<file path="src/rtl/core/led_blink_pattern_sequencer_top_macros.svh">
// ---------------------------------------------------------------------------
// LED blink pattern sequencer assertion macros
// Concurrent property wrappers clocked on clk_i, disabled while rst_ni is low.
// ---------------------------------------------------------------------------
`ifndef LED_BLINK_PATTERN_SEQUENCER_TOP_MACROS_SVH
`define LED_BLINK_PATTERN_SEQUENCER_TOP_MACROS_SVH

`ifndef ASSERT_OFF
`define LBPS_ASSERT(lbl, prop) \
  lbl: assert property (@(posedge clk_i) disable iff (!rst_ni) (prop)) \
    else $error("lbps assertion failed");
`define LBPS_ASSERT_NEVER(lbl, cond) \
  `LBPS_ASSERT(lbl, !(cond))
`else
`define LBPS_ASSERT(lbl, prop)
`define LBPS_ASSERT_NEVER(lbl, cond)
`endif

`endif

</file>
<file path="src/rtl/core/lbps_pkg.sv">
// ---------------------------------------------------------------------------
// LED blink pattern sequencer package
// Slot record, command codes, mode constants and pattern tables.
// ---------------------------------------------------------------------------
package lbps_pkg;

  localparam int NUM_SLOTS  = 4;
  localparam int MAX_PHASES = 10;
  localparam int SLOT_AW    = (NUM_SLOTS > 1) ? $clog2(NUM_SLOTS) : 1;

  localparam logic [3:0] MODE_ON   = 4'd0;
  localparam logic [3:0] MODE_OFF  = 4'd1;
  localparam logic [3:0] NO_MODE   = 4'd15;
  localparam logic [3:0] NUM_MODES = 4'd15;

  typedef enum logic [2:0] {
    CMD_TICK   = 3'd0,
    CMD_SET    = 3'd1,
    CMD_QUERY  = 3'd2,
    CMD_PAUSE  = 3'd3,
    CMD_RESUME = 3'd4
  } cmd_e;

  typedef struct packed {
    logic [7:0] pin;
    logic [3:0] mode;
    logic [3:0] phase;
    logic [6:0] ticks;
  } slot_t;

  localparam int SLOT_W = $bits(slot_t);

  // number of phases in a mode's pattern
  function automatic logic [3:0] pat_len(input logic [3:0] mode);
    logic [3:0] n;
    case (mode)
      4'd5, 4'd6, 4'd10, 4'd13: n = 4'd2;
      4'd7, 4'd11, 4'd14:       n = 4'd4;
      4'd8, 4'd12:              n = 4'd6;
      4'd9:                     n = 4'd8;
      4'd15:                    n = 4'd0;
      default:                  n = 4'd1;
    endcase
    return n;
  endfunction

  // duration of the final phase
  function automatic logic [6:0] pat_final(input logic [3:0] mode);
    logic [6:0] d;
    case (mode)
      4'd0:    d = 7'd1;
      4'd1:    d = 7'd0;
      4'd2:    d = 7'd1;
      4'd3:    d = 7'd2;
      4'd4:    d = 7'd4;
      4'd5:    d = 7'd3;
      4'd6:    d = 7'd19;
      4'd7:    d = 7'd15;
      4'd8:    d = 7'd13;
      4'd9:    d = 7'd10;
      4'd10:   d = 7'd39;
      4'd11:   d = 7'd36;
      4'd12:   d = 7'd33;
      4'd13:   d = 7'd59;
      4'd14:   d = 7'd56;
      default: d = 7'd0;
    endcase
    return d;
  endfunction

  // leading phases alternate 1,2; the final phase has its own length
  function automatic logic [6:0] pat_dur(input logic [3:0] mode, input logic [3:0] ph);
    logic [4:0] len;
    logic [6:0] d;
    len = {1'b0, pat_len(mode)};
    if ({1'b0, ph} >= len) begin
      d = 7'd0;
    end else if ({1'b0, ph} == len - 5'd1) begin
      d = pat_final(mode);
    end else begin
      d = ph[0] ? 7'd2 : 7'd1;
    end
    return d;
  endfunction

  function automatic logic [4:0] phase_count(input logic [3:0] mode);
    logic [4:0] n;
    n = {1'b0, pat_len(mode)};
    if (n > 5'(MAX_PHASES)) begin
      n = 5'(MAX_PHASES);
    end
    return n;
  endfunction

endpackage

</file>
<file path="src/rtl/core/lbps_ram.sv">
// ---------------------------------------------------------------------------
// Generic single-port-write, single-port-read RAM
// One write and one registered read per cycle.
// ---------------------------------------------------------------------------
module lbps_ram #(
  parameter int WIDTH = 8,
  parameter int DEPTH = 4,
  parameter int AW    = (DEPTH > 1) ? $clog2(DEPTH) : 1
) (
  input  logic             clk_i,
  input  logic             we_i,
  input  logic [AW-1:0]    waddr_i,
  input  logic [WIDTH-1:0] wdata_i,
  input  logic             re_i,
  input  logic [AW-1:0]    raddr_i,
  output logic [WIDTH-1:0] rdata_o
);

  logic [WIDTH-1:0] mem_q [DEPTH];
  logic [WIDTH-1:0] rdata_q;

  always_ff @(posedge clk_i) begin
    if (we_i) begin
      mem_q[waddr_i] <= wdata_i;
    end
    if (re_i) begin
      rdata_q <= mem_q[raddr_i];
    end
  end

  assign rdata_o = rdata_q;

endmodule

</file>
<file path="src/rtl/core/led_blink_pattern_sequencer_top.sv">
// ---------------------------------------------------------------------------
// LED blink pattern sequencer
// Tick, set mode, query, pause, resume over a RAM-held slot table.
// ---------------------------------------------------------------------------
// Tick, set mode and query go busy while the slot RAM is read one slot per cycle,
// then while the last read data returns and for a finish state; the next request
// is taken once busy drops. Pause, resume and ignored requests never go busy.
// A drive write is held one slot back so the final one carries last; the final
// result is registered out of the finish state. The receiver cannot stall.
// Reset clears slot-in-use flags and sets running; no clearing pass is needed.
`include "led_blink_pattern_sequencer_top_macros.svh"

module led_blink_pattern_sequencer_top (
  input  logic       clk_i,
  input  logic       rst_ni,
  input  logic       start,
  output logic       busy,
  input  logic [2:0] cmd_i,
  input  logic [7:0] pin_id_i,
  input  logic [3:0] new_mode_i,
  output logic       valid_o,
  output logic       kind_o,
  output logic [7:0] out_pin_o,
  output logic       level_o,
  output logic [3:0] reported_mode_o,
  output logic       last_o
);
  import lbps_pkg::*;

  localparam logic [1:0] ST_IDLE = 2'd0;
  localparam logic [1:0] ST_READ = 2'd1;
  localparam logic [1:0] ST_LAST = 2'd2;
  localparam logic [1:0] ST_DONE = 2'd3;

  logic [1:0]           state_q, state_d;
  logic [SLOT_AW-1:0]   idx_q, idx_d;
  logic [SLOT_AW-1:0]   pidx_q, pidx_d;
  logic                 rv_q, rv_d;
  logic [2:0]           op_q, op_d;
  logic [7:0]           pin_q, pin_d;
  logic [3:0]           mode_q, mode_d;
  logic [NUM_SLOTS-1:0] used_q, used_d;
  logic                 running_q, running_d;
  logic                 found_q, found_d;
  logic [SLOT_AW-1:0]   fidx_q, fidx_d;
  logic [3:0]           fmode_q, fmode_d;
  logic                 free_q, free_d;
  logic [SLOT_AW-1:0]   freeidx_q, freeidx_d;
  logic                 pend_v_q, pend_v_d;
  logic [7:0]           pend_pin_q, pend_pin_d;
  logic                 pend_lvl_q, pend_lvl_d;
  logic                 valid_q, valid_d;
  logic                 kind_q, kind_d;
  logic [7:0]           opin_q, opin_d;
  logic                 lvl_q, lvl_d;
  logic [3:0]           rmode_q, rmode_d;
  logic                 last_q, last_d;

  logic                 ram_we, ram_re;
  logic [SLOT_AW-1:0]   ram_waddr, ram_raddr;
  slot_t                ram_wdata, rd;
  logic [SLOT_W-1:0]    ram_rdata;

  logic                 new_v, new_lvl;
  logic [7:0]           new_pin;
  logic [6:0]           dur, t1;
  logic [4:0]           nph, ph1;
  logic [SLOT_AW-1:0]   sel;
  logic [3:0]           old_mode;

  assign rd = slot_t'(ram_rdata);

  lbps_ram #(
    .WIDTH(SLOT_W),
    .DEPTH(NUM_SLOTS),
    .AW   (SLOT_AW)
  ) u_slot_ram (
    .clk_i  (clk_i),
    .we_i   (ram_we),
    .waddr_i(ram_waddr),
    .wdata_i(ram_wdata),
    .re_i   (ram_re),
    .raddr_i(ram_raddr),
    .rdata_o(ram_rdata)
  );

  always_comb begin
    state_d    = state_q;
    idx_d      = idx_q;
    pidx_d     = pidx_q;
    rv_d       = 1'b0;
    op_d       = op_q;
    pin_d      = pin_q;
    mode_d     = mode_q;
    used_d     = used_q;
    running_d  = running_q;
    found_d    = found_q;
    fidx_d     = fidx_q;
    fmode_d    = fmode_q;
    free_d     = free_q;
    freeidx_d  = freeidx_q;
    pend_v_d   = pend_v_q;
    pend_pin_d = pend_pin_q;
    pend_lvl_d = pend_lvl_q;
    valid_d    = 1'b0;
    kind_d     = kind_q;
    opin_d     = opin_q;
    lvl_d      = lvl_q;
    rmode_d    = rmode_q;
    last_d     = last_q;
    ram_we     = 1'b0;
    ram_re     = 1'b0;
    ram_waddr  = pidx_q;
    ram_raddr  = idx_q;
    ram_wdata  = rd;
    new_v      = 1'b0;
    new_lvl    = 1'b0;
    new_pin    = rd.pin;
    dur        = pat_dur(rd.mode, rd.phase);
    t1         = rd.ticks + 7'd1;
    nph        = phase_count(rd.mode);
    ph1        = {1'b0, rd.phase} + 5'd1;
    sel        = found_q ? fidx_q : freeidx_q;
    old_mode   = found_q ? fmode_q : MODE_OFF;

    // slot data returning from the RAM
    if (rv_q) begin
      if (op_q == CMD_TICK) begin
        if (used_q[pidx_q]) begin
          if (rd.mode == MODE_ON || rd.mode == MODE_OFF) begin
            new_v   = 1'b1;
            new_lvl = (rd.mode == MODE_ON);
          end else begin
            ram_we = 1'b1;
            if (t1 < dur) begin
              ram_wdata.ticks = t1;
            end else if (nph == 5'd1) begin
              ram_wdata.ticks = dur;
              new_v   = 1'b1;
              new_lvl = 1'b0;
            end else begin
              if (ph1 >= nph) begin
                ph1 = 5'd0;
              end
              ram_wdata.ticks = 7'd0;
              ram_wdata.phase = ph1[3:0];
              new_v   = 1'b1;
              new_lvl = ~ph1[0];
            end
          end
        end
      end else begin
        if (used_q[pidx_q] && rd.pin == pin_q && !found_q) begin
          found_d = 1'b1;
          fidx_d  = pidx_q;
          fmode_d = rd.mode;
        end
        if (!used_q[pidx_q]) begin
          free_d    = 1'b1;
          freeidx_d = pidx_q;
        end
      end
    end

    // hold one drive write back so the final one can carry last
    if (new_v) begin
      if (pend_v_q) begin
        valid_d = 1'b1;
        kind_d  = 1'b0;
        opin_d  = pend_pin_q;
        lvl_d   = pend_lvl_q;
        rmode_d = 4'd0;
        last_d  = 1'b0;
      end
      pend_v_d   = 1'b1;
      pend_pin_d = new_pin;
      pend_lvl_d = new_lvl;
    end

    case (state_q)
      ST_IDLE: begin
        if (start) begin
          op_d      = cmd_i;
          pin_d     = pin_id_i;
          mode_d    = new_mode_i;
          idx_d     = '0;
          found_d   = 1'b0;
          free_d    = 1'b0;
          pend_v_d  = 1'b0;
          case (cmd_i)
            CMD_TICK:   if (running_q) state_d = ST_READ;
            CMD_SET:    if (new_mode_i < NUM_MODES) state_d = ST_READ;
            CMD_QUERY:  state_d = ST_READ;
            CMD_PAUSE:  running_d = 1'b0;
            CMD_RESUME: running_d = 1'b1;
            default:    ;
          endcase
        end
      end
      ST_READ: begin
        ram_re = 1'b1;
        rv_d   = 1'b1;
        pidx_d = idx_q;
        if (idx_q == SLOT_AW'(NUM_SLOTS - 1)) begin
          state_d = ST_LAST;
        end else begin
          idx_d = idx_q + 1'b1;
        end
      end
      ST_LAST: begin
        state_d = ST_DONE;
      end
      ST_DONE: begin
        state_d = ST_IDLE;
        case (op_q)
          CMD_TICK: begin
            if (pend_v_q) begin
              valid_d  = 1'b1;
              kind_d   = 1'b0;
              opin_d   = pend_pin_q;
              lvl_d    = pend_lvl_q;
              rmode_d  = 4'd0;
              last_d   = 1'b1;
              pend_v_d = 1'b0;
            end
          end
          CMD_SET: begin
            if (found_q || free_q) begin
              used_d[sel] = 1'b1;
              if (mode_q != old_mode || pat_len(mode_q) == 4'd1) begin
                ram_we    = 1'b1;
                ram_waddr = sel;
                ram_wdata = '{pin: pin_q, mode: mode_q, phase: 4'd0, ticks: 7'd0};
                valid_d   = 1'b1;
                kind_d    = 1'b0;
                opin_d    = pin_q;
                lvl_d     = (mode_q != MODE_OFF);
                rmode_d   = 4'd0;
                last_d    = 1'b1;
              end
            end
          end
          CMD_QUERY: begin
            valid_d = 1'b1;
            kind_d  = 1'b1;
            opin_d  = pin_q;
            lvl_d   = 1'b0;
            rmode_d = found_q ? fmode_q : NO_MODE;
            last_d  = 1'b1;
          end
          default: ;
        endcase
      end
      default: state_d = ST_IDLE;
    endcase
  end

  always_ff @(posedge clk_i or negedge rst_ni) begin
    if (!rst_ni) begin
      state_q   <= ST_IDLE;
      idx_q     <= '0;
      rv_q      <= 1'b0;
      used_q    <= '0;
      running_q <= 1'b1;
      found_q   <= 1'b0;
      free_q    <= 1'b0;
      pend_v_q  <= 1'b0;
      valid_q   <= 1'b0;
    end else begin
      state_q   <= state_d;
      idx_q     <= idx_d;
      rv_q      <= rv_d;
      used_q    <= used_d;
      running_q <= running_d;
      found_q   <= found_d;
      free_q    <= free_d;
      pend_v_q  <= pend_v_d;
      valid_q   <= valid_d;
    end
  end

  always_ff @(posedge clk_i) begin
    pidx_q     <= pidx_d;
    op_q       <= op_d;
    pin_q      <= pin_d;
    mode_q     <= mode_d;
    fidx_q     <= fidx_d;
    fmode_q    <= fmode_d;
    freeidx_q  <= freeidx_d;
    pend_pin_q <= pend_pin_d;
    pend_lvl_q <= pend_lvl_d;
    kind_q     <= kind_d;
    opin_q     <= opin_d;
    lvl_q      <= lvl_d;
    rmode_q    <= rmode_d;
    last_q     <= last_d;
  end

  assign busy            = (state_q != ST_IDLE);
  assign valid_o         = valid_q;
  assign kind_o          = kind_q;
  assign out_pin_o       = opin_q;
  assign level_o         = lvl_q;
  assign reported_mode_o = rmode_q;
  assign last_o          = last_q;

  `LBPS_ASSERT(a_report_is_last, (valid_o && kind_o) |-> last_o)
  `LBPS_ASSERT(a_result_from_walk, valid_o |-> ($past(state_q) != ST_IDLE))
  `LBPS_ASSERT_NEVER(a_no_rw_same_slot, ram_we && ram_re && (ram_waddr == ram_raddr))
  `LBPS_ASSERT(a_readback_busy, rv_q |-> (state_q == ST_READ || state_q == ST_LAST))

endmodule
</file>
<file path="config.mk">
export PLATFORM = sky130hd
export DESIGN_NAME = led_blink_pattern_sequencer_top
export DESIGN_NICKNAME = d
export VERILOG_FILES = /design/src/rtl/core/lbps_pkg.sv /design/src/rtl/core/lbps_ram.sv /design/src/rtl/core/led_blink_pattern_sequencer_top.sv
export VERILOG_INCLUDE_DIRS = /design/src /design/src/rtl/core
export SDC_FILE = /design/constraint.sdc
export NUM_CORES = 1
export LEC_CHECK = 0
export ABC_AREA = 1
export BUFFER_PORTS_ARGS = -buffer_cell sky130_fd_sc_hd__buf_2
export CAP_MARGIN = 20
export CORE_ASPECT_RATIO = 0.7
export CORE_MARGIN = 4
export CORE_UTILIZATION = 56
export DETAILED_ROUTE_END_ITERATION = 7
export PLACE_DENSITY = 0.83
export SLEW_MARGIN = 20
export SYNTH_ARGS = -nofsm -noshare
export SYNTH_HDL_FRONTEND = slang
export SYNTH_SLANG_ARGS = --single-unit
export TNS_END_PERCENT = 100
</file>
<file path="constraint.sdc">
create_clock -name clk_i -period 5.1 [get_ports clk_i]
set_input_delay 0.51 -clock clk_i [delete_from_list [all_inputs] [get_ports clk_i]]
set_output_delay 0.51 -clock clk_i [all_outputs]
set_load 0.02 [all_outputs]
</file>
==> key figures <==
Outcome
  • Outcome: complete, no violations

Synthesis
  • Ranking of synthesized cells by area: edfxtp_1 (51%), nand2_1 (5.6%), o21ai_0 (5.3%)
  • Multiplexer share of the synthesized area: 0.001148
  • Primary flip-flop cell chosen by synthesis mapping: edfxtp_1
  • Post-synthesis cell type count: 50
  • Cell taking the most area after synthesis: edfxtp_1
  • Most numerous cell in the Yosys netlist: edfxtp_1
  • Area share of xor/xnor cells in the synthesized design: 0.01608
  • Post-synthesis adder-cell area fraction: 0.04163
  • Post-synthesis sequential element count: 182
  • Simple logic cell fraction of the synthesized area: 0.1614
  • Synth top area share: 0.5134
  • Share of flip-flops with an asynchronous set or reset: 0.07692
  • Mean instance size in the synthesized netlist: 10.23 µm²
  • Synthesized netlist net count: 899
  • Number of synthesized flops with an enable pin: 149
  • Post-Syn Instances: 852
  • Share of the synthesized area in compound gates (AO/OA/AOI/OAI): 0.1194
  • Dominant combinational cell family by area after synthesis: simple AND/OR/NAND/NOR gates
  • Ranking of synthesized cells by instance count: edfxtp_1 (149), nand2_1 (131), inv_1 (95)
  • Fraction of the yosys area taken by sequential cells: 0.5973
  • Total standard cell area after synthesis: 0.008716 mm²
  • Count of yosys warnings during synthesis: 0

Die
  • Die boundary height: 112.4 µm
  • Placeable core area: 0.01495 mm²
  • Die outline area: 0.01766 mm²
  • Initial Utilization: 0.5829
  • Horizontal die dimension: 157.1 µm
  • Number of standard-cell rows in the floorplan: 37
  • I/O pin count: 35

Global routing
  • Total global-route track usage: 0.2425
  • Vias in the first global route: a little over 6000
  • Largest net degree at the start of global routing: 50
  • Antenna violations before repair: 0
  • Global-route wire length before repair: ~33 mm
  • GRT overflow: 0

Timing
  • Fin. Hold Viols: 0
  • Least-Margin Pin Slew: 0.9976 ns
  • Maximum clock rate: ~210 MHz
  • # setup viols final: 0
  • Post-layout minimum cycle time: 4.692 ns
  • Hold slack final: 0.2477 ns
  • Worst Clk Skew: 0.01293 ns
  • Final max-slew violation count: 0
  • Unrepaired setup endpoints after global routing: no
  • Relative slew slack: 0.3305
  • Share of the clock period used by the worst path after layout: 0.9199
  • Post-route setup TNS: 0 ns

Clock tree
  • Number of buffers created by CTS: 17
  • Clock edge transition at the registers on the reported setup and hold paths: 0.08 ns
  • Number of clock sinks: 182
  • Maximum buffer depth of the clock tree: 2
  • Max H-tree Level: 4
  • TritonCTS clock tree: yes
  • Clock network latency to the later pin of the worst-skew pair: 0.43 ns
  • Cell at the root of the clock tree: clkbuf_16

Min path
  • End point of the most critical hold path: pin_q[7]
  • WHS Path Cells: 1
  • Worst hold path startpoint: pin_id_i[7]
  • Type of the worst min-delay path: in2reg

Worst setup path
  • Capturing point of the worst reg2reg path: u_slot_ram.mem_q[0][10]
  • Maximum net fanout on the critical path: 13
  • Data arrival time at the worst-slack endpoint: 4.90 ns
  • WP data required: 5.31 ns
  • Endpoint type of the worst setup path: flip-flop
  • Count of cells along the worst register-to-register path: 23
  • Crit Reg-Reg Startpoint: u_slot_ram.rdata_o[12]
  • CP Class: reg2reg
  • Critical path startpoint category: flip-flop
  • Worst reg2reg setup slack: 0.41 ns

Power
  • Leakage power: 3.854 nW
  • Largest voltage drop on the vdd net: roughly 0.00032 V
  • Power per unit of standard cell area: between 500 and 600 mW/mm²

Finish
  • Post-route insts no fill: approximately 1100
  • Final std cell area, no fill: 0.009669 mm²
  • Antenna fix cells: 0
  • Final layout net count: 935
  • Area overhead of the layout relative to synthesis: 10.94%
  • Share of layout cells above drive strength 1: 0.1321

Route
  • Number of nets with antenna violations after detailed routing: 0
  • Detail-routed via count per cell: approximately 5.9
  • DR iter-0 viols: 735
  • DRC violations left: 0
  • Count of vias placed by the detailed router: 6414
  • Total routed wirelength: 20.99 mm
  • Number of iterations in the first detailed-routing pass: 5
  • Routed length per instance: 19.15 µm

Placed design
  • Placed cell area: 0.009066 mm²
  • GPL Wtd Cong: 0.8848
  • Total placed cells including tap cells: ~1100
  • Final HPWL from detailed placement: 14.15 mm
  • Number of buffers added on ports: 34

Flow run
  • Number of maximum-capacitance constraint violations: 0
## critical path: stages, from the launching register on
cell	delay (ns)
edfxtp_1	0.47
inv_1	0.22
ha_1	0.27
inv_1	0.15
o21ai_4	0.09
nand2_4	0.10
inv_1	0.07
ha_1	0.28
xor2_1	0.14
nor2_1	0.10
nand3_1	0.09
nor2_2	0.15
nand2_2	0.08
inv_1	0.08
nand2_1	0.05
inv_1	0.12
o2111ai_1	0.18
ha_1	0.35
a21o_1	0.20
a211oi_2	0.45
nand2_2	0.26
nand2_1	0.22
nand2_1	0.07
a21oi_1	0.28
## stage by stage
step	setup slack, ns	util	power, mW
2_1_floorplan	1.146	-	3.434
6_report	0.4084	0.6466	5.251
4_1_cts	0.2229	0.6463	5.221
5_1_grt	0.09696	0.6466	5.571
3_3_place_gp	0.7062	0.6063	3.857
3_5_place_dp	0.3956	0.6063	3.930
## per-layer routing
layer / global-route usage / routed length (µm) / up-vias
met2: 0.3580 / 9225 / 369
met4: 0.06189 / 267 / 0
met1: 0.3391 / 8617 / 2984
met3: 0.09672 / 2880 / 32
li1: - / - / 3029
met5: 0 / 0 / -
## kinds of logic after synthesis
kind of cell	count (synthesis)
AOI/OAI and AO/OA	181
xor gates and xnor gates	16
buffers and inverters	129
muxes	1
and+or+nand+nor	314
DFF	182
adders and majority gates	29
## state kept, by name (all words and copies together) (netlist names), 2 cells and up, named ones only
register / cells
mode_q: 4
fmode_q: 4
reported_mode_o: 4
op_q: 3
out_pin_o: 8
idx_q: 2
state_q: 2
u_slot_ram.mem_q: 92
used_q: 4
pend_pin_q: 8
freeidx_q: 2
u_slot_ram.rdata_o: 23
pidx_q: 2
fidx_q: 2
pin_q: 8
## placed cells by master, fill, tap and decap left out, types with 6 or more instances in the layout
master	n
a21oi_1	26
buf_2	34
buf_4	12
clkbuf_16	17
dfrtp_1	13
dfxtp_1	19
edfxtp_1	149
ha_1	29
inv_1	95
nand2_1	131
nand2_2	6
nand3_1	46
nor2_1	85
nor2_2	6
nor3_1	10
o211ai_1	6
o21ai_0	93
o22ai_1	34
xor2_1	15
## how the worst max path moves through the flow
| stage | from | endpoint | slack [ns] | cells after the start |
|---|---|---|---|---|
| 2_1_floorplan | u_slot_ram.rdata_o[11] | u_slot_ram.mem_q[0][4] | 1.15 | 23 |
| 6_report | u_slot_ram.rdata_o[12] | u_slot_ram.mem_q[0][10] | 0.41 | 23 |
| 3_5_place_dp | u_slot_ram.rdata_o[12] | u_slot_ram.mem_q[0][10] | 0.40 | 23 |
| 3_3_place_gp | u_slot_ram.rdata_o[11] | u_slot_ram.mem_q[1][10] | 0.71 | 23 |
| 5_1_grt | u_slot_ram.rdata_o[12] | u_slot_ram.mem_q[0][10] | 0.1 | 23 |
| 4_1_cts | u_slot_ram.rdata_o[12] | u_slot_ram.mem_q[0][10] | 0.22 | 23 |
## cell type report
| class | count | area [µm²] |
|---|---|---|
| multi-input cells | 541 | 2975 |
| repair buffers | 47 | 270.3 |
| clock inverters | 15 | 162.7 |
| well taps | 195 | 244.0 |
| clock buffers | 17 | 425.4 |
| flip-flops and latches | 182 | 5206 |
| inverters | 99 | 385.4 |
| fillers | 1107 | 5284 |
## where the power goes
group / total (mW) / internal (mW) / leakage (nW) / switching [mW]
sequential: 2.17 / 1.97 / 1.69 / 0.199
combinational: 1.80 / 0.569 / 1.88 / 1.23
clock: 1.28 / 0.655 / 0.286 / 0.628
## timing repair
| item | in CTS | in global routing |
|---|---|---|
| setup endpoints to repair | 0 | 25 |
| endpoints found under the hold margin | 13 | 0 |
| buffers inserted | 0 | 0 |
| gates resized for setup | 0 | 1 |
| hold buffers | 1 | 0 |
No activity file was read; power rests on OpenSTA's default activity.
